<file path="src/hw/rtl/mste_pkg.sv">
// Shared types, constants and helper functions for the MPE section to Ethernet converter.
package mste_pkg;

	// Section byte counter, saturating at its all-ones value.
	localparam int unsigned CountW = 13;
	localparam logic [CountW-1:0] CountMax = '1;

	// Default maximum payload length in bytes.
	localparam int unsigned MaxPayloadDef = 1500;

	// Command queue between the classifier and the result sequencer.
	localparam int unsigned QueueDepth = 16;
	localparam int unsigned QueueAw = $clog2(QueueDepth);

	// Byte positions within a section.
	localparam logic [CountW-1:0] PosMac5     = 13'd3;
	localparam logic [CountW-1:0] PosMac4     = 13'd4;
	localparam logic [CountW-1:0] PosCtrl     = 13'd5;
	localparam logic [CountW-1:0] PosMac3     = 13'd8;
	localparam logic [CountW-1:0] PosMac2     = 13'd9;
	localparam logic [CountW-1:0] PosMac1     = 13'd10;
	localparam logic [CountW-1:0] PosMac0     = 13'd11;
	localparam logic [CountW-1:0] PosIpHdr    = 13'd12;
	localparam logic [CountW-1:0] PosSnapLast = 13'd17;
	localparam logic [CountW-1:0] PosTypeHi   = 13'd18;
	localparam logic [CountW-1:0] PosTypeLo   = 13'd19;
	localparam logic [CountW-1:0] PosPayPlain = 13'd16;
	localparam logic [CountW-1:0] PosPaySnap  = 13'd24;

	// Control byte flags and EtherType values.
	localparam logic [7:0]  ScrambleMask = 8'h3c;
	localparam logic [7:0]  SnapFlag     = 8'h02;
	localparam logic [3:0]  Ipv6Version  = 4'h6;
	localparam logic [15:0] EtherIpv6    = 16'h86dd;
	localparam logic [15:0] EtherIpv4    = 16'h0800;

	// The Ethernet header is fourteen bytes long.
	localparam logic [3:0] HdrBytes = 4'd14;
	localparam logic [3:0] HdrMacEnd = 4'd6;
	localparam logic [3:0] HdrTypeHi = 4'd12;
	localparam logic [3:0] HdrTypeLo = 4'd13;

	// End-of-section status codes.
	typedef enum logic [2:0] {
		ST_OK        = 3'd0,
		ST_SHORT     = 3'd1,
		ST_SCRAMBLED = 3'd2,
		ST_BAD_SNAP  = 3'd3,
		ST_OVERSIZED = 3'd4
	} status_t;

	// One queued command: a header burst, a payload byte, a status, or a byte then a status.
	typedef struct packed {
		logic            hdr;
		logic            has_data;
		logic [7:0]      data;
		logic            has_status;
		status_t         status;
		logic [5:0][7:0] mac;
		logic [15:0]     ether_type;
	} cmd_t;

	// Expected LLC/SNAP header byte at offset k from byte 12.
	function automatic logic [7:0] snap_byte(input logic [2:0] k);
		logic [7:0] v;
		case (k)
			3'd0, 3'd1: v = 8'haa;
			3'd2:       v = 8'h03;
			default:    v = 8'h00;
		endcase
		return v;
	endfunction

endpackage

</file>
<file path="src/hw/rtl/mpe_section_to_ethernet.sv">
// Top level of the MPE section to Ethernet frame converter.
//
//  Channel  Direction  Handshake            Payload
//  in       sink       in_valid / in_stall   in_byte, section_last
//  out      source     out_valid / out_stall out_byte, is_data, frame_end, status
//
// One section byte is taken per cycle while the queue has room; each frame byte or status
// leaves at one per cycle unless stalled. The fourteen-byte header burst occupies the
// result sequencer, and the 16-entry queue absorbs the input bytes that arrive meanwhile.
// Input stalls only while that queue is full. Results pass through one output register.
// Reset clears the section state, the queue pointers and the output valid flag.
module mpe_section_to_ethernet #(
	parameter int unsigned MAX_PAYLOAD = mste_pkg::MaxPayloadDef
) (
	input  logic       clk,
	input  logic       arst_n,
	input  logic       in_valid,
	output logic       in_stall,
	input  logic [7:0] in_byte,
	input  logic       section_last,
	output logic       out_valid,
	input  logic       out_stall,
	output logic [7:0] out_byte,
	output logic       is_data,
	output logic       frame_end,
	output logic [2:0] status
);
	import mste_pkg::*;

	cmd_t    cmd_in;
	cmd_t    cmd_head;
	logic    cmd_push;
	logic    cmd_full;
	logic    cmd_pop;
	logic    cmd_empty;
	status_t status_w;

	// Byte classifier.
	mste_front #(
		.MAX_PAYLOAD(MAX_PAYLOAD)
	) u_front (
		.clk          (clk),
		.arst_n       (arst_n),
		.in_valid     (in_valid),
		.in_stall     (in_stall),
		.in_byte      (in_byte),
		.section_last (section_last),
		.cmd          (cmd_in),
		.cmd_push     (cmd_push),
		.cmd_full     (cmd_full)
	);

	// Command queue.
	mste_queue u_queue (
		.clk    (clk),
		.arst_n (arst_n),
		.push   (cmd_push),
		.din    (cmd_in),
		.full   (cmd_full),
		.pop    (cmd_pop),
		.dout   (cmd_head),
		.empty  (cmd_empty)
	);

	// Result sequencer.
	mste_back u_back (
		.clk       (clk),
		.arst_n    (arst_n),
		.head      (cmd_head),
		.head_vld  (!cmd_empty),
		.pop       (cmd_pop),
		.out_valid (out_valid),
		.out_stall (out_stall),
		.out_byte  (out_byte),
		.is_data   (is_data),
		.frame_end (frame_end),
		.status    (status_w)
	);

	assign status = status_w;

endmodule

</file>
<file path="src/hw/rtl/mste_front.sv">
// Section byte classifier: tracks the section header and issues commands to the queue.
module mste_front #(
	parameter int unsigned MAX_PAYLOAD = mste_pkg::MaxPayloadDef
) (
	input  logic           clk,
	input  logic           arst_n,
	input  logic           in_valid,
	output logic           in_stall,
	input  logic [7:0]     in_byte,
	input  logic           section_last,
	output mste_pkg::cmd_t cmd,
	output logic           cmd_push,
	input  logic           cmd_full
);
	import mste_pkg::*;

	// Payload limits, counted from the section start.
	localparam logic [CountW:0] OverLimPlain = (CountW+1)'(MAX_PAYLOAD + 16);
	localparam logic [CountW:0] OverLimSnap  = (CountW+1)'(MAX_PAYLOAD + 24);

	logic [CountW-1:0] count_q;
	logic [5:0][7:0]   mac_q;
	logic [15:0]       ether_q;
	logic              snap_q;
	status_t           drop_q;
	logic [3:0][7:0]   delay_q;
	logic              hdr_sent_q;

	logic [CountW-1:0] j;
	logic [CountW-1:0] rel;
	logic [CountW-1:0] cnt_n;
	logic [5:0][7:0]   mac_n;
	logic [15:0]       ether_n;
	logic              snap_n;
	status_t           drop_n;
	status_t           st_n;
	logic              hdr_go;
	logic              in_win;
	logic              over;
	logic              data_go;
	logic              accept;

	assign accept   = in_valid && !cmd_full;
	assign in_stall = cmd_full;

	// Classify the current byte from its position in the section.
	always_comb begin
		j       = count_q;
		rel     = j - PosIpHdr;
		mac_n   = mac_q;
		ether_n = ether_q;
		snap_n  = snap_q;
		drop_n  = drop_q;
		case (j)
			PosMac5: mac_n[5] = in_byte;
			PosMac4: mac_n[4] = in_byte;
			PosMac3: mac_n[3] = in_byte;
			PosMac2: mac_n[2] = in_byte;
			PosMac1: mac_n[1] = in_byte;
			PosMac0: mac_n[0] = in_byte;
			PosCtrl: begin
				if ((in_byte & ScrambleMask) != 8'h00) begin
					if (drop_n == ST_OK) drop_n = ST_SCRAMBLED;
				end else if ((in_byte & SnapFlag) != 8'h00) begin
					snap_n = 1'b1;
				end
			end
			default: ;
		endcase

		if (snap_n) begin
			if (j >= PosIpHdr && j <= PosSnapLast && in_byte != snap_byte(rel[2:0])
				&& drop_n == ST_OK) begin
				drop_n = ST_BAD_SNAP;
			end
			if (j == PosTypeHi) ether_n[15:8] = in_byte;
			if (j == PosTypeLo) ether_n[7:0] = in_byte;
		end else if (j == PosIpHdr) begin
			ether_n = (in_byte[7:4] == Ipv6Version) ? EtherIpv6 : EtherIpv4;
		end

		// The header goes out once the EtherType is known.
		hdr_go = !hdr_sent_q && drop_n == ST_OK && !section_last
			&& j == (snap_n ? PosTypeLo : PosIpHdr);

		// Payload window and size check.
		in_win = snap_n ? (j >= PosPaySnap) : (j >= PosPayPlain);
		over   = snap_n ? ({1'b0, j} >= OverLimSnap) : ({1'b0, j} >= OverLimPlain);
		if (in_win && drop_n == ST_OK && over) drop_n = ST_OVERSIZED;
		data_go = in_win && drop_n == ST_OK && hdr_sent_q;

		cnt_n = (j == CountMax) ? j : j + 1'b1;

		// Final status, in priority order.
		if (cnt_n < PosPayPlain) st_n = ST_SHORT;
		else if (drop_n != ST_OK) st_n = drop_n;
		else if (snap_n && cnt_n < PosPaySnap) st_n = ST_BAD_SNAP;
		else st_n = ST_OK;
	end

	// Command to the queue.
	always_comb begin
		cmd.hdr        = hdr_go;
		cmd.has_data   = data_go;
		cmd.data       = delay_q[0];
		cmd.has_status = section_last;
		cmd.status     = st_n;
		cmd.mac        = mac_q;
		cmd.ether_type = ether_n;
		cmd_push       = accept && (hdr_go || data_go || section_last);
	end

	// Section state; everything clears after the final byte.
	always_ff @(posedge clk or negedge arst_n) begin
		if (!arst_n) begin
			count_q    <= '0;
			mac_q      <= '0;
			ether_q    <= '0;
			snap_q     <= 1'b0;
			drop_q     <= ST_OK;
			delay_q    <= '0;
			hdr_sent_q <= 1'b0;
		end else if (accept) begin
			if (section_last) begin
				count_q    <= '0;
				mac_q      <= '0;
				ether_q    <= '0;
				snap_q     <= 1'b0;
				drop_q     <= ST_OK;
				delay_q    <= '0;
				hdr_sent_q <= 1'b0;
			end else begin
				count_q    <= cnt_n;
				mac_q      <= mac_n;
				ether_q    <= ether_n;
				snap_q     <= snap_n;
				drop_q     <= drop_n;
				delay_q    <= {in_byte, delay_q[3:1]};
				hdr_sent_q <= hdr_sent_q || hdr_go;
			end
		end
	end

endmodule

</file>
<file path="src/hw/rtl/mste_queue.sv">
// Command queue that decouples byte classification from result sequencing.
module mste_queue (
	input  logic           clk,
	input  logic           arst_n,
	input  logic           push,
	input  mste_pkg::cmd_t din,
	output logic           full,
	input  logic           pop,
	output mste_pkg::cmd_t dout,
	output logic           empty
);
	import mste_pkg::*;

	cmd_t               mem_q [QueueDepth];
	logic [QueueAw-1:0] wr_ptr_q;
	logic [QueueAw-1:0] rd_ptr_q;
	logic [QueueAw:0]   level_q;
	logic               do_push;
	logic               do_pop;

	assign full    = (level_q == (QueueAw+1)'(QueueDepth));
	assign empty   = (level_q == '0);
	assign do_push = push && !full;
	assign do_pop  = pop && !empty;
	assign dout    = mem_q[rd_ptr_q];

	// Entry storage.
	always_ff @(posedge clk) begin
		if (do_push) mem_q[wr_ptr_q] <= din;
	end

	// Pointers and fill level.
	always_ff @(posedge clk or negedge arst_n) begin
		if (!arst_n) begin
			wr_ptr_q <= '0;
			rd_ptr_q <= '0;
			level_q  <= '0;
		end else begin
			if (do_push) wr_ptr_q <= wr_ptr_q + 1'b1;
			if (do_pop) rd_ptr_q <= rd_ptr_q + 1'b1;
			if (do_push && !do_pop) level_q <= level_q + 1'b1;
			else if (do_pop && !do_push) level_q <= level_q - 1'b1;
		end
	end

endmodule

</file>
<file path="src/hw/rtl/mste_back.sv">
// Result sequencer: expands queued commands into frame bytes and status results.
module mste_back (
	input  logic              clk,
	input  logic              arst_n,
	input  mste_pkg::cmd_t    head,
	input  logic              head_vld,
	output logic              pop,
	output logic              out_valid,
	input  logic              out_stall,
	output logic [7:0]        out_byte,
	output logic              is_data,
	output logic              frame_end,
	output mste_pkg::status_t status
);
	import mste_pkg::*;

	logic [3:0] idx_q;
	logic [3:0] n_res;
	logic       load;
	logic       out_valid_q;
	logic [7:0] byte_q;
	logic       data_q;
	logic       end_q;
	status_t    status_q;
	logic [7:0] byte_n;
	logic       data_n;
	logic       end_n;
	status_t    status_n;

	assign load = head_vld && (!out_valid_q || !out_stall);
	assign pop  = load && (idx_q == n_res - 1'b1);

	// Result count and selection for the command at the queue head.
	always_comb begin
		if (head.hdr) n_res = HdrBytes;
		else n_res = {3'b000, head.has_data} + {3'b000, head.has_status};

		byte_n   = 8'h00;
		data_n   = 1'b1;
		end_n    = 1'b0;
		status_n = ST_OK;
		if (head.hdr) begin
			if (idx_q < HdrMacEnd) byte_n = head.mac[idx_q[2:0]];
			else if (idx_q == HdrTypeHi) byte_n = head.ether_type[15:8];
			else if (idx_q == HdrTypeLo) byte_n = head.ether_type[7:0];
		end else if (head.has_data && idx_q == 4'd0) begin
			byte_n = head.data;
		end else begin
			data_n   = 1'b0;
			end_n    = 1'b1;
			status_n = head.status;
		end
	end

	// Position within the current command.
	always_ff @(posedge clk or negedge arst_n) begin
		if (!arst_n) begin
			idx_q <= '0;
		end else if (load) begin
			idx_q <= pop ? 4'd0 : idx_q + 1'b1;
		end
	end

	// Output register.
	always_ff @(posedge clk or negedge arst_n) begin
		if (!arst_n) begin
			out_valid_q <= 1'b0;
		end else if (load) begin
			out_valid_q <= 1'b1;
		end else if (!out_stall) begin
			out_valid_q <= 1'b0;
		end
	end

	always_ff @(posedge clk) begin
		if (load) begin
			byte_q   <= byte_n;
			data_q   <= data_n;
			end_q    <= end_n;
			status_q <= status_n;
		end
	end

	assign out_valid = out_valid_q;
	assign out_byte  = byte_q;
	assign is_data   = data_q;
	assign frame_end = end_q;
	assign status    = status_q;

endmodule

</file>
<file path="config.mk">
export PLATFORM = sky130hd
export DESIGN_NAME = mpe_section_to_ethernet
export DESIGN_NICKNAME = d
export VERILOG_FILES = /design/src/hw/rtl/mste_pkg.sv /design/src/hw/rtl/mpe_section_to_ethernet.sv /design/src/hw/rtl/mste_front.sv /design/src/hw/rtl/mste_queue.sv /design/src/hw/rtl/mste_back.sv
export SDC_FILE = /design/constraint.sdc
export NUM_CORES = 2
export LEC_CHECK = 0
export BUFFER_PORTS_ARGS = -buffer_cell sky130_fd_sc_hd__buf_2
export CAP_MARGIN = 20
export CELL_PAD_IN_SITES_DETAIL_PLACEMENT = 2
export CELL_PAD_IN_SITES_GLOBAL_PLACEMENT = 2
export CORE_MARGIN = 4
export CORE_UTILIZATION = 45
export CTS_BUF_LIST = sky130_fd_sc_hd__clkbuf_8
export DETAILED_ROUTE_END_ITERATION = 12
export GPL_TIMING_DRIVEN = 0
export HOLD_SLACK_MARGIN = 0.08
export PLACE_DENSITY_LB_ADDON = 0.1
export SLEW_MARGIN = 20
export SYNTH_ARGS = -nofsm -noshare
export SYNTH_HDL_FRONTEND = slang
export SYNTH_SLANG_ARGS = --single-unit
</file>
<file path="constraint.sdc">
create_clock -name clk -period 7.2 [get_ports clk]
set_input_delay 2.16 -clock clk [delete_from_list [all_inputs] [get_ports clk]]
set_output_delay 2.16 -clock clk [all_outputs]
set_load 0.01 [all_outputs]
</file>
### Word-level counts from Yosys, hierarchy flattened

Memories as Yosys holds them, arrays and structs flattened.
Cells that the tools add are included.

* register bits after elaboration: 145
* RAM bits: 1248
* input port bits: 13
* output and inout port bits: 15
* logic and storage cells: 174
* memories: 1

* add/sub/neg operators: 9
* magnitude comparators: 10
* eq/ne operators: 21
* mux-type cells: 53
* reduce and logical (&&, ||, !) cells: 56

Memory list
* u_queue.mem_q: words 16, width 78, rd ports 1, clocked after memory_dff 0, wr ports 1, line mste_queue.sv:14 `cmd_t mem_q [QueueDepth];`

Operators by type and width (number)
* 8-bit two-way mux: 15
* 13-bit by 4-bit == test with 1-bit output, second input constant: 5
* 16-bit two-way mux: 4
* 48-bit two-way mux: 1
* 32-bit two-way mux: 1
* 3-bit two-way mux: 9
* 13-bit by 3-bit == test with 1-bit output, second input constant: 2
* 13-bit by 5-bit == test with 1-bit output, second input constant: 2
* 13-bit by 11-bit greater-or-equal comparator with 1-bit output, second input constant: 2
* 13-bit by 5-bit greater-or-equal comparator with 1-bit output, second input constant: 2
* 13-bit by 5-bit less-than comparator with 1-bit output, second input constant: 2
* 13-bit two-way mux: 2
* 8-bit binary-select mux with 3-bit select: 1
* 1-bit logical AND: 20
* 8-bit one-hot mux with 2 select lines: 1
* 3-bit logical NOT: 5
* 5-bit two-way mux: 3
* 2-bit nonzero test: 7
* 13-bit by 1-bit adder with 13-bit output, second input constant: 1
* 13-bit == test, second input constant: 1
* 13-bit by 2-bit == test with 1-bit output, second input constant: 1
* 13-bit by 5-bit == test with 1-bit output: 1
* 13-bit by 4-bit greater-or-equal comparator with 1-bit output, second input constant: 1
* 13-bit by 5-bit less-or-equal comparator with 1-bit output, second input constant: 1
* 27 further kinds: 59

### Depth between registers and ports, before layout

* depth in word-level cells: 25
* mapped depth: 25
* gate-level depth less buffers: 19

### Cells and area by module

From an unflattened synthesis, not the netlist that was laid out.

* cells, all modules: 3144
* area total of the unflattened synthesis: 55938.6 um^2

Modules (own cells, without submodules)
* mste_queue: times used 1, cells each 2329, area an instance 48325.1 um^2, seq. area each 37801.3 um^2
* mste_front: times used 1, cells each 684, area an instance 6127.1 um^2, seq. area each 2852.7 um^2
* mste_back: times used 1, cells each 130, area an instance 1482.7 um^2, seq. area each 515.5 um^2
* mpe_section_to_ethernet: times used 1, cells each 1, area an instance 3.8 um^2, seq. area each 0.0 um^2

### Worst setup path after synthesis

OpenSTA, ideal clock, no wires.

* kind: in2reg
* from: input in_byte[2]
* to: memory u_queue.mem_q[15][0] (netlist bit) (enable)
* library setup time: 0.445 ns
* data arrival time: 5.874 ns
* data required time: 6.755 ns
* setup slack: 0.881 ns
* stages on the path: 8
* buffers on the path: 2
* cells stage by stage: clkbuf_1 > nor4_1 > nor3b_1 > nor4_1 > o211ai_1 > a21oi_1 > buf_2 > and3_1

* longest elaborated chain between the ends: 20
* elaborated cells between the ends (all ways): 31
* classes of those cells: eq/ne (2); mux (12); reduce/logical (17)

RTL lines
* start: declaration: line mpe_section_to_ethernet.sv:19 `input logic [7:0] in_byte,`
* 8-bit nonzero test: line mste_front.sv:62 `if ((in_byte & ScrambleMask) != 8'h00) begin`
* 3-bit two-way mux: line mste_front.sv:62
* 3-bit two-way mux: line mste_front.sv:54 `case (j)`
* 3-bit logical NOT: line mste_front.sv:73 `&& drop_n == ST_OK) begin`
* 1-bit logical AND: line mste_front.sv:73
* 3-bit two-way mux: line mste_front.sv:72 `if (j >= PosIpHdr && j <= PosSnapLast && in_byte != snap_byte(rel[2:0])`
* 3-bit two-way mux: line mste_front.sv:71 `if (snap_n) begin`
* 3-bit logical NOT: line mste_front.sv:83, mste_front.sv:89
* [3 not listed]
* 3-bit logical NOT: line mste_front.sv:90 `data_go = in_win && drop_n == ST_OK && hdr_sent_q;`
* 1-bit logical AND (2 in series): line mste_front.sv:90
* 1-bit logical OR * (2 in series): line mste_front.sv:110 `cmd_push = accept && (hdr_go || data_go || section_last);`
* 1-bit logical AND *: line mste_front.sv:110
* 1-bit logical AND *: line mste_queue.sv:23 `assign do_push = push && !full;`
* via u_queue.do_push: line mste_queue.sv:18 `logic do_push;`
* 1-bit two-way mux *: line mste_queue.sv:29 `if (do_push) mem_q[wr_ptr_q] <= din;`
* 1-bit two-way mux (not written as such) *: line mste_queue.sv:29
* end: declaration: line mste_queue.sv:14

Mark *: on every way through the listed nets, which the timed path passes. The rest lies on a longest branch.

### Worst setup path in the final report

* from: register u_queue.rd_ptr_q[2]
* to: register u_queue.level_q[4]

* longest elaborated chain between the ends: 10
* elaborated cells between the ends (all ways): 12
* classes of those cells: add/sub (2); eq/ne (1); mux (2); reduce/logical (6); memory (1)

RTL lines
* start: declaration: line mste_queue.sv:16 `logic [QueueAw-1:0] rd_ptr_q;`
* start signal: assignment: line mste_queue.sv:40 `if (do_pop) rd_ptr_q <= rd_ptr_q + 1'b1;`
* memory read 16 x 78 bit *
* 1-bit by 1-bit adder with 2-bit output: line mste_back.sv:36 `else n_res = {3'b000, head.has_data} + {3'b000, head.has_status};`
* 4-bit two-way mux *: line mste_back.sv:35 `if (head.hdr) n_res = HdrBytes;`
* 4-bit by 1-bit subtractor with 4-bit output *: line mste_back.sv:31 `assign pop = load && (idx_q == n_res - 1'b1);`
* 4-bit == test *: line mste_back.sv:31
* 1-bit logical AND *: line mste_back.sv:31
* 1-bit logical AND *: line mste_queue.sv:24 `assign do_pop = pop && !empty;`
* 1-bit logical NOT: line mste_queue.sv:41 `if (do_push && !do_pop) level_q <= level_q + 1'b1;`
* 1-bit logical AND: line mste_queue.sv:41
* 5-bit two-way mux / 2-bit nonzero test (equally long branches)
* end signal: assignment: line mste_queue.sv:41
* end signal: assignment: line mste_queue.sv:42 `else if (do_pop && !do_push) level_q <= level_q - 1'b1;`
* end: declaration: line mste_queue.sv:17 `logic [QueueAw:0] level_q;`

Mark *: on every way between the ends. The rest lies on a longest branch, timed or not.
A chain may end at the register's enable or synchronous reset.

==> results.sh <==
export IMPL_hp_class="register to register"
export IMPL_grt_pass1_vias=35100
export IMPL_rows=127
export IMPL_reg2regPathDepth=22
export IMPL_wl_um=192000
export IMPL_yosysWarnings=0
export IMPL_cts_hold_buf=0
export IMPL_crit_required_ps=7990
export IMPL_overflow=0
export IMPL_outcome="finished, final reports clean"
export IMPL_clock_skew_ps=71.4
export IMPL_synth_nets=3021
export IMPL_viasPerCell=6.39
export IMPL_numPortBuffers=27
export IMPL_power_leakage_nw=21.0
export IMPL_cp_arrival_ps=7710
export IMPL_min_from="u_front.delay_q[19]"
export IMPL_clkLatencyLatePin_ps=950
export IMPL_yosysSeqAreaShare_pct=74.9
export IMPL_rsz0062_at_grt="false"
export IMPL_cts_root_buf="clkbuf_8"
export IMPL_reg2reg_from="u_queue.rd_ptr_q[2]"
export IMPL_reg2reg_to="u_queue.level_q[4]"
export IMPL_via_count=32600
export IMPL_cts_tree="yes"
export IMPL_fin_crit_sh_pct=96.0
export IMPL_grtUsageTotal_pct=30.4
export IMPL_area_delta_synth_final_pct=13.9
export IMPL_worst_setup_path_type="register to register"
export IMPL_vdd_ir_drop_max_mv=0.217
export IMPL_cp_max_fo=10
export IMPL_drv_slew=0
export IMPL_hpwl_um=122000
export IMPL_drt_pre_antenna_iters=8
export IMPL_synth_edf_count=1261
export IMPL_p_per_area_nw_per_um2=371
export IMPL_die_area_um2=128000
export IMPL_start_kind="register"
export IMPL_clkSinkCount=1393
export IMPL_ff_latch_area_um2=41200
export IMPL_core_area_um2=121000
export IMPL_hold_violations=0
export IMPL_syn_area_um2=55000
export IMPL_start_util_pct=45.6
export IMPL_drive_above_1_share_pct=20.6
export IMPL_ioPinCount=28
export IMPL_wl_per_cell_um=37.7
export IMPL_maxCapViolations=0
export IMPL_multi_input_area_um2=13100
export IMPL_fin_tns_setup_ps=0
export IMPL_die_x_um=358
export IMPL_drt_iter0_markers=4607
export IMPL_final_nets=3326
export IMPL_ys_ff_latch=1393
export IMPL_fin_crit_ps=6910
export IMPL_cts_path_max_buffers=3
export IMPL_holdPathEnd="u_front.delay_q[19]"
export IMPL_cp_end_kind="register"
export IMPL_setup_violations_final=0
export IMPL_reg2reg_slack_ps=290
export IMPL_grt_pass1_wl_um=272000
export IMPL_async_flop_share_pct=9.48
export IMPL_setup_ws_ps=288
export IMPL_synth_cells=2989
export IMPL_synth_distinct_cells=66
export IMPL_fillers=10500
export IMPL_grt_max_degree=84
export IMPL_maxClockFrequency_mhz=145
export IMPL_ys_flop_type="edfxtp_1"
export IMPL_cts_buffers=226
export IMPL_design_area_um2=62600
export IMPL_slew_limit_headroom_pct=21.8
export IMPL_worstMarginPinSlew_ps=1170
export IMPL_hold_depth=2
export IMPL_die_h_um=358
export IMPL_clk_pin_slew_ps=60
export IMPL_antenna_found_initial=5
export IMPL_htreeDepth=4
export IMPL_synth_area_per_cell_um2=18.4
export IMPL_dpl_worst_slack_ps=-395
export IMPL_drcViolationCount=0
export IMPL_antenna_left=0
export IMPL_gp_congestion=0.861
export IMPL_place_area_um2=58300
[through the flow]
step	utilization, %	std cells	hold WS, ps	total power, mW
6_report	51.9	5097	490	23.3
5_1_grt	51.9	5097	518	24.1
4_1_cts	51.9	5091	492	23.3
3_5_place_dp	48.4	4676	474	16.7
3_3_place_gp	47.4	4628	462	16.3
2_1_floorplan	-	2989	450	13.9
[cell families after synthesis]
| family | count (synthesis) | share of synthesized area [%] |
|---|---|---|
| mux | 456 | 13.8 |
| fa+ha+maj | 19 | 0.446 |
| xor+xnor | 19 | 0.303 |
| compound gates | 432 | 5.10 |
| simple gates | 473 | 3.97 |
| buf+inv | 197 | 1.48 |
| flops | 1393 | 74.9 |
[cell usage after synthesis (all sizes together), types with 6 or more instances]
library cell	number	area, um^2
nand2b	9	56.3
nor4	11	75.1
a31oi	13	81.3
dfrtp	132	3300
o22ai	30	188
clkbuf	99	372
nor2b	10	62.6
nor2	64	240
ha	18	225
mux4	242	5450
xnor2	9	78.8
a221oi	26	228
inv	29	109
a22o	10	87.6
mux2i	209	2090
xor2	10	87.6
and3	29	181
nand3	35	175
a22oi	110	826
a211oi	7	65.1
a21oi	40	200
and2	17	106
o21ai	153	766
nor3	20	100
buf	69	335
edfxtp	1261	37900
nand4	14	87.6
or3	10	62.6
o211ai	9	67.6
a311oi	6	52.6
nand2	235	882
[routing by layer]
| layer | share of wire, % | global-route usage, % | wire length, um |
|---|---|---|---|
| met5 | 0 | 0 | 0 |
| met4 | 3.6 | 10.6 | 6880 |
| met3 | 7.4 | 5.38 | 14200 |
| met2 | 47 | 48.1 | 91300 |
| met1 | 42 | 42.8 | 80000 |
[cells in the final DEF, fill, tap and decap left out, types with 19 or more instances in the layout]
master / n
edfxtp_1: 1261
mux4_2: 242
clkbuf_8: 241
nand2_1: 235
mux2i_1: 209
o21ai_0: 152
dfrtp_1: 132
inv_1: 115
a22oi_1: 110
clkbuf_1: 77
buf_2: 74
nor2_1: 63
clkinv_1: 51
a21oi_1: 39
nand3_1: 35
o22ai_1: 30
a221oi_1: 26
buf_16: 24
clkbuf_2: 21
clkinv_2: 19
[where the power goes]
| part | leakage (nW) | internal (mW) | switching (mW) |
|---|---|---|---|
| Sequential | 13.3 | 9.90 | 0.735 |
| Combinational | 5.16 | 2.14 | 3.89 |
| Clock | 2.49 | 3.30 | 3.29 |
| Total | 21.0 | 15.3 | 7.91 |
[repair_timing]
item / in CTS / in global routing
buffers inserted: 0 / 2
hold endpoints to repair: 0 / 0
endpoints found under the setup margin: 2 / 2
resized for setup: 2 / 1
pin swaps: 0 / 1
[worst max-delay path by stage]
stage,startpoint,slack (ps),end,cells past startpoint
finish,u_queue.rd_ptr_q[2],290,u_queue.level_q[4],22
global route,u_queue.rd_ptr_q[0],10,u_queue.level_q[4],24
CTS,u_queue.rd_ptr_q[0],50,u_queue.level_q[4],24
detailed placement,in_byte[2],-400,u_queue.mem_q[15][25],11
global placement,in_byte[2],-3710,u_queue.mem_q[8][29],9
floorplan,in_byte[2],880,u_queue.mem_q[15][0],8
[critical path: stages, from the launching register on]
cell and delay [ps]:
dfrtp_1 360, buf_6 160, clkbuf_1 570, buf_1 760, buf_2 610, clkbuf_2 580
o21ai_0 180, nand2_1 210, ha_1 220, nor2_1 70, ha_1 250, xor2_1 160
or3_1 450, a211oi_4 360, inv_1 240, ha_1 340, inv_1 140, ha_1 280
a21o_1 210, a21oi_1 200, xnor2_1 140, nor2_1 70, xor2_1 150
[cell type report]
class                   instances  area share (%)
inverters                      29           0.174
multi-input cells            1399            21.0
clock inverters               176            1.49
diodes                          2         0.00799
flip-flops and latches       1393            65.7
clock buffers                 241            5.30
well taps                    1612            3.22
repair buffers                 79            1.88
plain buffers                 166            1.20
[state kept, by name, summed over array words and instances (netlist names), 5 cells and up]
register / cells
u_front.count_q: 13
u_back.out_byte: 8
u_queue.level_q: 5
u_front.delay_q: 24
u_queue.mem_q: 1248
u_front.ether_q: 16
u_front.cmd: 56
No activity file was read; power rests on OpenSTA's default activity.
